<file path="config.mk">
export PLATFORM = sky130hd
export DESIGN_NAME = rip_route_table_engine_top
export DESIGN_NICKNAME = d
export VERILOG_FILES = /design/src/rtl/rrt_pkg.sv /design/src/rtl/rrt_ram.sv /design/src/rtl/rrt_eval.sv /design/src/rtl/rip_route_table_engine_top.sv
export SDC_FILE = /design/constraint.sdc
export NUM_CORES = 2
export LEC_CHECK = 0
export BUFFER_PORTS_ARGS = -buffer_cell sky130_fd_sc_hd__buf_2
export CAP_MARGIN = 20
export CORE_ASPECT_RATIO = 1.5
export CORE_MARGIN = 1.5
export CORE_UTILIZATION = 34
export CTS_BUF_LIST = sky130_fd_sc_hd__clkbuf_8 sky130_fd_sc_hd__clkbuf_16
export CTS_CLUSTER_SIZE = 10
export DETAILED_ROUTE_END_ITERATION = 8
export SYNTH_ARGS = -nofsm -noshare
export SYNTH_HDL_FRONTEND = slang
export SYNTH_SLANG_ARGS = --single-unit
export TNS_END_PERCENT = 30
</file>
<file path="constraint.sdc">
create_clock -name clk -period 6.1 [get_ports clk]
set_clock_uncertainty 0.15 [all_clocks]
set_input_delay 1.22 -clock clk [delete_from_list [all_inputs] [get_ports clk]]
set_output_delay 1.22 -clock clk [all_outputs]
set_load 0.01 [all_outputs]
</file>
<file path="src/rtl/rrt_pkg.sv">
// rrt_pkg: shared types, codes and helpers of the route table engine
// no dependencies; used by rrt_eval, the engine top and the testbench
package rrt_pkg;

	// default geometry
	localparam int TABLE_DEPTH_DEF = 32;
	localparam int NUM_PORTS_DEF   = 4;

	// field widths
	localparam int ADDR_W   = 32;
	localparam int LEN_W    = 6;
	localparam int PORT_W   = 2;
	localparam int METRIC_W = 5;
	localparam int ADV_W    = 16;
	localparam int MODE_W   = 2;
	localparam int ACT_W    = 3;

	localparam logic [METRIC_W-1:0] INF_METRIC    = 5'd16;
	localparam logic [METRIC_W-1:0] DIRECT_METRIC = 5'd1;
	localparam logic [ADV_W-1:0]    ADV_SAT       = 16'd15;

	typedef enum logic [MODE_W-1:0] {
		MODE_RECV   = 2'd0,
		MODE_DIRECT = 2'd1,
		MODE_DUMP   = 2'd2,
		MODE_RSVD   = 2'd3
	} mode_t;

	typedef enum logic [ACT_W-1:0] {
		ACT_IGNORED  = 3'd0,
		ACT_UPDATED  = 3'd1,
		ACT_ERASED   = 3'd2,
		ACT_INSERTED = 3'd3,
		ACT_FULL     = 3'd4,
		ACT_DUMP     = 3'd5,
		ACT_EMPTY    = 3'd6
	} act_t;

	// one table slot as stored in the ram
	typedef struct packed {
		logic [ADDR_W-1:0]   addr;
		logic [LEN_W-1:0]    len;
		logic [ADDR_W-1:0]   nexthop;
		logic [PORT_W-1:0]   port;
		logic [METRIC_W-1:0] metric;
	} slot_t;

	// per-slot verdict of the compare unit
	typedef struct packed {
		logic                match;
		logic                upd;
		logic [ADDR_W-1:0]   mask;
		logic [METRIC_W-1:0] dump_metric;
	} eval_t;

	// prefix length: nibble counts summed over eight steps
	function automatic logic [LEN_W-1:0] popcount(input logic [ADDR_W-1:0] v);
		logic [LEN_W-1:0] acc;
		logic [2:0]       nib;
		acc = '0;
		for (int n = 0; n < ADDR_W / 4; n++) begin
			nib = 3'(v[4*n]) + 3'(v[4*n+1]) + 3'(v[4*n+2]) + 3'(v[4*n+3]);
			acc = acc + LEN_W'(nib);
		end
		return acc;
	endfunction

	// leading ones mask of the given length
	function automatic logic [ADDR_W-1:0] len_to_mask(input logic [LEN_W-1:0] len);
		return ~({ADDR_W{1'b1}} >> len);
	endfunction

endpackage

</file>
<file path="src/rtl/rrt_ram.sv">
// rrt_ram: generic single write port, single read port ram with registered read
// no dependencies
module rrt_ram #(
	parameter int WIDTH = 8,
	parameter int DEPTH = 32
) (
	input  logic                     clk,
	input  logic                     wr_en,
	input  logic [$clog2(DEPTH)-1:0] wr_addr,
	input  logic [WIDTH-1:0]         wr_data,
	input  logic                     rd_en,
	input  logic [$clog2(DEPTH)-1:0] rd_addr,
	output logic [WIDTH-1:0]         rd_data
);

	logic [WIDTH-1:0] mem [DEPTH];

	// write port and registered read port
	always_ff @(posedge clk) begin
		if (wr_en) begin
			mem[wr_addr] <= wr_data;
		end
		if (rd_en) begin
			rd_data <= mem[rd_addr];
		end
	end

endmodule

</file>
<file path="src/rtl/rrt_eval.sv">
// rrt_eval: shared compare unit applied to one table slot per cycle unless the walk is stalled
// depends on rrt_pkg
module rrt_eval (
	input  rrt_pkg::slot_t                   slot,
	input  logic [rrt_pkg::ADDR_W-1:0]       key_addr,
	input  logic [rrt_pkg::LEN_W-1:0]        key_len,
	input  logic [rrt_pkg::METRIC_W-1:0]     new_metric,
	input  logic [rrt_pkg::ADDR_W-1:0]       sender,
	input  logic [rrt_pkg::PORT_W-1:0]       port,
	output rrt_pkg::eval_t                   ev
);

	always_comb begin
		// exact key match on address and prefix length
		ev.match = (slot.addr == key_addr) && (slot.len == key_len);
		// route change rule: same neighbor with new metric, or a better metric
		ev.upd = ((sender == slot.nexthop) && (new_metric != slot.metric)) ||
			(new_metric < slot.metric);
		// dump view with poisoned reverse
		ev.mask = rrt_pkg::len_to_mask(slot.len);
		ev.dump_metric = (slot.port == port) ? rrt_pkg::INF_METRIC : slot.metric;
	end

endmodule

</file>
<file path="src/rtl/rip_route_table_engine_top.sv">
// Each item walks every table slot: a slot read is issued, then the slot is examined;
// the final result follows for modes 0 and 1 and also ends a dump. A dump entry is held
// back until the next valid slot is known; a trivially ignored item skips the walk.
// A new item is taken only in S_IDLE, once the final result is out; an output
// stall holds the walk of a dump and the final result. One ram read per cycle unless stalled.
// Reset: all slots marked invalid at once; slot contents are not cleared.
// depends on rrt_pkg, rrt_ram, rrt_eval
module rip_route_table_engine_top #(
	parameter int TABLE_DEPTH = rrt_pkg::TABLE_DEPTH_DEF,
	parameter int NUM_PORTS   = rrt_pkg::NUM_PORTS_DEF
) (
	input  logic                             clk,
	input  logic                             arst_n,
	input  logic                             in_valid,
	output logic                             in_ready,
	input  logic [rrt_pkg::MODE_W-1:0]       mode,
	input  logic [rrt_pkg::ADDR_W-1:0]       route_addr,
	input  logic [rrt_pkg::ADDR_W-1:0]       route_mask,
	input  logic [rrt_pkg::ADDR_W-1:0]       route_nexthop,
	input  logic [rrt_pkg::ADV_W-1:0]        route_metric,
	input  logic [rrt_pkg::ADDR_W-1:0]       sender_addr,
	input  logic [rrt_pkg::PORT_W-1:0]       port_number,
	output logic                             out_valid,
	input  logic                             out_ready,
	output logic [rrt_pkg::ACT_W-1:0]        action,
	output logic [rrt_pkg::ADDR_W-1:0]       out_addr,
	output logic [rrt_pkg::ADDR_W-1:0]       out_mask,
	output logic [rrt_pkg::METRIC_W-1:0]     out_metric,
	output logic                             last
);

	localparam int IW = $clog2(TABLE_DEPTH);
	localparam logic [IW-1:0] LAST_IDX = IW'(TABLE_DEPTH - 1);

	typedef enum logic [1:0] {S_IDLE, S_SCAN, S_FIN} state_t;

	state_t state_q;

	// latched item
	rrt_pkg::mode_t                 mode_q;
	logic [rrt_pkg::ADDR_W-1:0]     addr_q;
	logic [rrt_pkg::LEN_W-1:0]      len_q;
	logic [rrt_pkg::ADDR_W-1:0]     nh_q;
	logic [rrt_pkg::ADDR_W-1:0]     sender_q;
	logic [rrt_pkg::PORT_W-1:0]     port_q;
	logic [rrt_pkg::METRIC_W-1:0]   metric_q;
	logic                           skip_q;

	// slot walk
	logic [IW-1:0] idx_q;
	logic          issue_done_q;
	logic          chk_s1;
	logic [IW-1:0] idx_s1;

	// search results
	logic          found_q;
	logic [IW-1:0] hit_idx_q;
	logic          hit_upd_q;
	logic          free_found_q;
	logic [IW-1:0] free_idx_q;

	// dump entry held back until the next one is known
	logic                           pend_q;
	logic [rrt_pkg::ADDR_W-1:0]     pend_addr_q;
	logic [rrt_pkg::ADDR_W-1:0]     pend_mask_q;
	logic [rrt_pkg::METRIC_W-1:0]   pend_metric_q;

	// output register
	logic                           out_valid_q;
	rrt_pkg::act_t                  action_q;
	logic [rrt_pkg::ADDR_W-1:0]     out_addr_q;
	logic [rrt_pkg::ADDR_W-1:0]     out_mask_q;
	logic [rrt_pkg::METRIC_W-1:0]   out_metric_q;
	logic                           last_q;

	logic [TABLE_DEPTH-1:0] valid_q;

	logic                   can_load;
	logic                   s1_live;
	logic                   stall;
	logic                   issue;
	logic                   out_load;
	logic [$bits(rrt_pkg::slot_t)-1:0] rd_data;
	rrt_pkg::slot_t         rd_slot;
	rrt_pkg::slot_t         wr_slot;
	rrt_pkg::eval_t         ev;

	logic                   fin_write;
	logic [IW-1:0]          fin_idx;
	logic                   fin_set;
	logic                   fin_clr;
	rrt_pkg::act_t          fin_act;
	logic                   wr_en;

	logic                   in_skip;

	// handshake and walk control
	assign in_ready  = (state_q == S_IDLE);
	assign can_load  = !out_valid_q || out_ready;
	assign s1_live   = chk_s1 && valid_q[idx_s1];
	assign stall     = (state_q == S_SCAN) && (mode_q == rrt_pkg::MODE_DUMP) &&
		s1_live && pend_q && !can_load;
	assign issue     = (state_q == S_SCAN) && !issue_done_q && !stall;
	assign rd_slot   = rrt_pkg::slot_t'(rd_data);
	assign wr_slot   = '{addr: addr_q, len: len_q, nexthop: nh_q, port: port_q,
		metric: metric_q};
	assign wr_en     = (state_q == S_FIN) && can_load && fin_write;

	// output register loaded this cycle
	assign out_load  = ((state_q == S_FIN) && can_load) ||
		((state_q == S_SCAN) && (mode_q == rrt_pkg::MODE_DUMP) && !stall &&
		s1_live && pend_q);

	// trivially ignored item
	assign in_skip = (rrt_pkg::mode_t'(mode) == rrt_pkg::MODE_RSVD) ||
		((rrt_pkg::mode_t'(mode) != rrt_pkg::MODE_DUMP) &&
		(32'(port_number) >= NUM_PORTS));

	rrt_ram #(
		.WIDTH ($bits(rrt_pkg::slot_t)),
		.DEPTH (TABLE_DEPTH)
	) u_ram (
		.clk     (clk),
		.wr_en   (wr_en),
		.wr_addr (fin_idx),
		.wr_data (wr_slot),
		.rd_en   (issue),
		.rd_addr (idx_q),
		.rd_data (rd_data)
	);

	rrt_eval u_eval (
		.slot       (rd_slot),
		.key_addr   (addr_q),
		.key_len    (len_q),
		.new_metric (metric_q),
		.sender     (sender_q),
		.port       (port_q),
		.ev         (ev)
	);

	// final decision once the walk is over
	always_comb begin
		fin_write = 1'b0;
		fin_idx   = hit_idx_q;
		fin_set   = 1'b0;
		fin_clr   = 1'b0;
		fin_act   = rrt_pkg::ACT_IGNORED;
		priority if (skip_q) begin
			fin_act = rrt_pkg::ACT_IGNORED;
		end else if (mode_q == rrt_pkg::MODE_DUMP) begin
			fin_act = pend_q ? rrt_pkg::ACT_DUMP : rrt_pkg::ACT_EMPTY;
		end else if (found_q) begin
			if (mode_q == rrt_pkg::MODE_DIRECT) begin
				fin_write = 1'b1;
				fin_act   = rrt_pkg::ACT_UPDATED;
			end else if (hit_upd_q) begin
				if (metric_q == rrt_pkg::INF_METRIC) begin
					fin_clr = 1'b1;
					fin_act = rrt_pkg::ACT_ERASED;
				end else begin
					fin_write = 1'b1;
					fin_act   = rrt_pkg::ACT_UPDATED;
				end
			end
		end else if ((mode_q == rrt_pkg::MODE_RECV) &&
			(metric_q == rrt_pkg::INF_METRIC)) begin
			fin_act = rrt_pkg::ACT_IGNORED;
		end else if (free_found_q) begin
			fin_write = 1'b1;
			fin_idx   = free_idx_q;
			fin_set   = 1'b1;
			fin_act   = rrt_pkg::ACT_INSERTED;
		end else begin
			fin_act = rrt_pkg::ACT_FULL;
		end
	end

	// sequencer, table valid bits and output register
	always_ff @(posedge clk or negedge arst_n) begin
		if (!arst_n) begin
			state_q       <= S_IDLE;
			mode_q        <= rrt_pkg::MODE_RECV;
			addr_q        <= '0;
			len_q         <= '0;
			nh_q          <= '0;
			sender_q      <= '0;
			port_q        <= '0;
			metric_q      <= '0;
			skip_q        <= 1'b0;
			idx_q         <= '0;
			issue_done_q  <= 1'b0;
			chk_s1        <= 1'b0;
			idx_s1        <= '0;
			found_q       <= 1'b0;
			hit_idx_q     <= '0;
			hit_upd_q     <= 1'b0;
			free_found_q  <= 1'b0;
			free_idx_q    <= '0;
			pend_q        <= 1'b0;
			pend_addr_q   <= '0;
			pend_mask_q   <= '0;
			pend_metric_q <= '0;
			out_valid_q   <= 1'b0;
			action_q      <= rrt_pkg::ACT_IGNORED;
			out_addr_q    <= '0;
			out_mask_q    <= '0;
			out_metric_q  <= '0;
			last_q        <= 1'b0;
			valid_q       <= '0;
		end else begin
			// result taken downstream with nothing new behind it
			if (out_valid_q && out_ready && !out_load) begin
				out_valid_q <= 1'b0;
			end

			unique case (state_q)
				S_IDLE: begin
					if (in_valid) begin
						mode_q       <= rrt_pkg::mode_t'(mode);
						addr_q       <= route_addr;
						len_q        <= rrt_pkg::popcount(route_mask);
						sender_q     <= sender_addr;
						port_q       <= port_number;
						skip_q       <= in_skip;
						idx_q        <= '0;
						issue_done_q <= 1'b0;
						chk_s1       <= 1'b0;
						found_q      <= 1'b0;
						free_found_q <= 1'b0;
						pend_q       <= 1'b0;
						// resolve metric and next hop per mode
						if (rrt_pkg::mode_t'(mode) == rrt_pkg::MODE_DIRECT) begin
							metric_q <= rrt_pkg::DIRECT_METRIC;
							nh_q     <= '0;
						end else begin
							metric_q <= (route_metric >= rrt_pkg::ADV_SAT) ?
								rrt_pkg::INF_METRIC :
								rrt_pkg::METRIC_W'(route_metric) + 1'b1;
							nh_q     <= (route_nexthop == '0) ? sender_addr : route_nexthop;
						end
						state_q <= in_skip ? S_FIN : S_SCAN;
					end
				end

				S_SCAN: begin
					if (!stall) begin
						// issue next slot read
						chk_s1 <= issue;
						if (issue) begin
							idx_s1 <= idx_q;
							if (idx_q == LAST_IDX) begin
								issue_done_q <= 1'b1;
							end else begin
								idx_q <= idx_q + 1'b1;
							end
						end
						// examine the slot returned by the registered read
						if (chk_s1) begin
							if (mode_q == rrt_pkg::MODE_DUMP) begin
								if (s1_live) begin
									if (pend_q) begin
										out_valid_q  <= 1'b1;
										action_q     <= rrt_pkg::ACT_DUMP;
										out_addr_q   <= pend_addr_q;
										out_mask_q   <= pend_mask_q;
										out_metric_q <= pend_metric_q;
										last_q       <= 1'b0;
									end
									pend_q        <= 1'b1;
									pend_addr_q   <= rd_slot.addr;
									pend_mask_q   <= ev.mask;
									pend_metric_q <= ev.dump_metric;
								end
							end else begin
								if (s1_live && ev.match && !found_q) begin
									found_q   <= 1'b1;
									hit_idx_q <= idx_s1;
									hit_upd_q <= ev.upd;
								end
								if (!valid_q[idx_s1] && !free_found_q) begin
									free_found_q <= 1'b1;
									free_idx_q   <= idx_s1;
								end
							end
							if (idx_s1 == LAST_IDX) begin
								state_q <= S_FIN;
							end
						end
					end
				end

				S_FIN: begin
					if (can_load) begin
						out_valid_q <= 1'b1;
						action_q    <= fin_act;
						last_q      <= 1'b1;
						if (fin_act == rrt_pkg::ACT_DUMP) begin
							out_addr_q   <= pend_addr_q;
							out_mask_q   <= pend_mask_q;
							out_metric_q <= pend_metric_q;
						end else begin
							out_addr_q   <= '0;
							out_mask_q   <= '0;
							out_metric_q <= '0;
						end
						if (fin_set) begin
							valid_q[fin_idx] <= 1'b1;
						end
						if (fin_clr) begin
							valid_q[fin_idx] <= 1'b0;
						end
						state_q <= S_IDLE;
					end
				end

				default: begin
					state_q <= S_IDLE;
				end
			endcase
		end
	end

	// result ports
	assign out_valid  = out_valid_q;
	assign action     = action_q;
	assign out_addr   = out_addr_q;
	assign out_mask   = out_mask_q;
	assign out_metric = out_metric_q;
	assign last       = last_q;

endmodule

</file>
==> results.md <==
- Top delay family on crit path: adder cells
- Power Total: 57.19 mW
- Drc violations: 0
- Slew Limit Fails: 0
- Slew margin rel.: between 10% and 20%
- CTS root buf: clkbuf_16
- Core Footprint: 324500 um2
- RSZ-0062 raised after global routing: no
- Gr usage total: between 10% and 20%
- Final std cells w/o fill: 9902
- FFs w/ async S/R, synth: 11.03%
- Critical path's slowest cell: fa_1
- Least-Margin Pin Slew: 1.206 ns
- Top cell type by total area after synthesis: edfxtp_1
- Most frequent cells in the layout: 2541 x edfxtp_1, 776 x mux4_2, 333 x clkbuf_16
- H-Tree Depth: 5
- Starting Density: between 30% and 40%
- Hold_buf cts: 0
- Die area: between 300000 and 400000 um2
- I/O Buffers: around 230
- Net Count, Synth: 5161
- Distinct cells, synth: slightly below 70
- Worst path bufs/invs: 5
- Max VDD drop: 267.4 uV
- Std cell rows: 256
- Post-synthesis sequential area ratio: around 76%
- Min cycle time layout: 5.213 ns
- CP max stage delay: 0.53 ns
- Crit path DAT: 5.75 ns
- Synthesis Warnings: 0
- Dominant cells by area after synthesis: edfxtp_1 69%, mux4_2 16%, dfrtp_1 7.1%
- CTS Sinks: 2856
- Fin. Hold Viols: 0
- Initial DRC Count: 5176
- CP cell instances: buf_2 > fa_1 > inv_1 > fa_1 > inv_1 > fa_1 > fa_1 > fa_1 > inv_1 > fa_1 > inv_1 > ha_1 > fa_1 > a21o_1 > a21oi_1 > xor2_1 > o21ai_0
- CTS max path bufs: 4
- Final wirelength: between 300000 and 400000 um
- Outcome: finished, final reports clean
- Leak: between 40 and 50 nW
- Dpl ws: 0.008192 ns
- Worst EP required: 6.63 ns
- DR WL/cell: between 30 and 40 um
- Clock slew at reported path FFs: around 0.06 ns
- CP endpoint kind: flop
- GPL Wtd Cong: slightly above 0.8
- Max cap viols: 0
- Most common cell on crit path: fa_1
- Hold Crit Class: in2async
- Fmax: 0.1918 GHz
- Total vias in the final route: 53.68k
- CTS tree: built
- DRT antenna net count: 0
- Layout area overhead: 16.27%
- Post-synthesis average cell area: about 22 um2
- Post-CTS setup buffer count: 0
- Share of cells above drive strength 1: 33.92%
- Top cell type's share of synthesized area: 68.74%
- Post-Syn Area: 111000 um2
- Width of the die: 469.5 um
- Worst-Skew Late Latency: 0.89 ns
- # IOs: 227
- Final Util: 39.77%
- Via density: 5.421
- Final setup viols: 0
- CP Max Fanout: 2
- Post-DP HPWL: about 180000 um
- Vias in the first global route: 56.98k
- Crit path launch type: primary input
- Nets: 5685
- Tcrit/Tclk final: 85.46%
- First-pass DRT Iterations: 6
- CTS Buf Count: 328
- Post-cts sizing count: 0
- Number of cells produced by synthesis: 4967
- Die height: roughly 700 um
- PwrDens: roughly 440 nW/um2
- Top_reg_cell synth: edfxtp_1
- First-pass GRT wire length: 432900 um
- Largest net degree at the start of global routing: approximately 140
- Critical path class: in2reg
- Global-route congestion overflow total: 0
- PnR worst setup slack: a little under 0.9 ns
- Post-Place Cells: around 9.4k
- Post-synth EDFFs: 2541
- #FFs+latches synth: 2856
- Fillers: around 28k
- Final TNS setup: 0 ns
- Initial antenna violation count: 24
- Commonest non-fill, non-tap cell in the layout: edfxtp_1
## worst paths after layout
check,slack (ns),start,endpoint,depth (start not counted)
min in group clk,0.34,out_addr[29]$_DFFE_PN0P_,out_addr[29]$_DFFE_PN0P_,1
hold reg to reg,0.34,out_addr[29]$_DFFE_PN0P_,out_addr[29]$_DFFE_PN0P_,1
setup / recovery,0.89,route_mask[11],len_q[4]$_DFFE_PN0P_,17
setup reg to reg,1.27,metric_q[1]$_DFFE_PN0P_,u_ram.mem[3][53]$_DFFE_PP_,9
hold / removal,0.29,arst_n,len_q[0]$_DFFE_PN0P_,1
max in group asynchronous,4.20,arst_n,pend_mask_q[4]$_DFFE_PN0P_,2
## power breakdown
part | switching, mW | leakage, nW | total, mW | internal [mW]
clock network | 7.46 | 4.90 | 17.2 | 9.78
logic | 7.40 | 9.70 | 13.2 | 5.80
registers | 1.90 | 27.0 | 26.8 | 24.9
## cell usage after synthesis (all sizes together) (36+ instances only)
master and number:
a31oi 53, nand2 83, xor2 36, mux4 776
buf 108, xnor2 40, dfrtp 315, nor3b 68
mux2 272, clkbuf 160, edfxtp 2541, a21oi 107
inv 53, o21ai 54, nor2 88
## per-layer routing
layer	wire, um	up-vias	share of wire, %	GRT usage [%]
met4	12920	6	4.2	7.502
met2	163700	1833	54	33.29
li1	-	21680	-	-
met3	14890	506	4.9	2.290
met5	34	-	0.011	0
met1	114200	29660	37	21.80
## cell families after synthesis
logic type | count (synthesis) | synth area share (%)
fa+ha+maj | 42 | 0.6358
simple gates | 360 | 1.740
compound gates | 255 | 1.350
flops | 2856 | 75.84
xor+xnor | 76 | 0.5997
mux | 1057 | 18.59
buf+inv | 321 | 1.244
## stage by stage
step,hold WS [ns],cell area (um2)
2_1_floorplan,0.3210,111000
3_3_place_gp,0.3254,119500
3_5_place_dp,0.3358,119600
4_1_cts,0.2645,128700
5_1_grt,0.3368,129100
6_report,0.2879,129100
## area by class of cell
| type | count | area (um2) | share of cell area (%) |
|---|---|---|---|
| clock buffer | 334 | 8347 | 6.467 |
| clock inverter | 141 | 749.5 | 0.5807 |
| inverter | 53 | 203.9 | 0.1580 |
| timing repair buffer | 462 | 4487 | 3.477 |
| sequential | 2856 | 84210 | 65.25 |
| tap | 4257 | 5326 | 4.127 |
| antenna | 9 | 22.52 | 0.01745 |
| multi-input combinational | 1790 | 25720 | 19.93 |
## state kept, by name (all words and copies together) (netlist names), 6 cells and up
name / cells
pend_mask_q: 32
pend_addr_q: 32
valid_q: 32
u_ram.rd_data: 77
out_mask: 32
addr_q: 32
out_addr: 32
sender_q: 32
u_ram.mem: 2464
nh_q: 32
len_q: 6
Note: power is estimated with default switching activity, not from simulation.
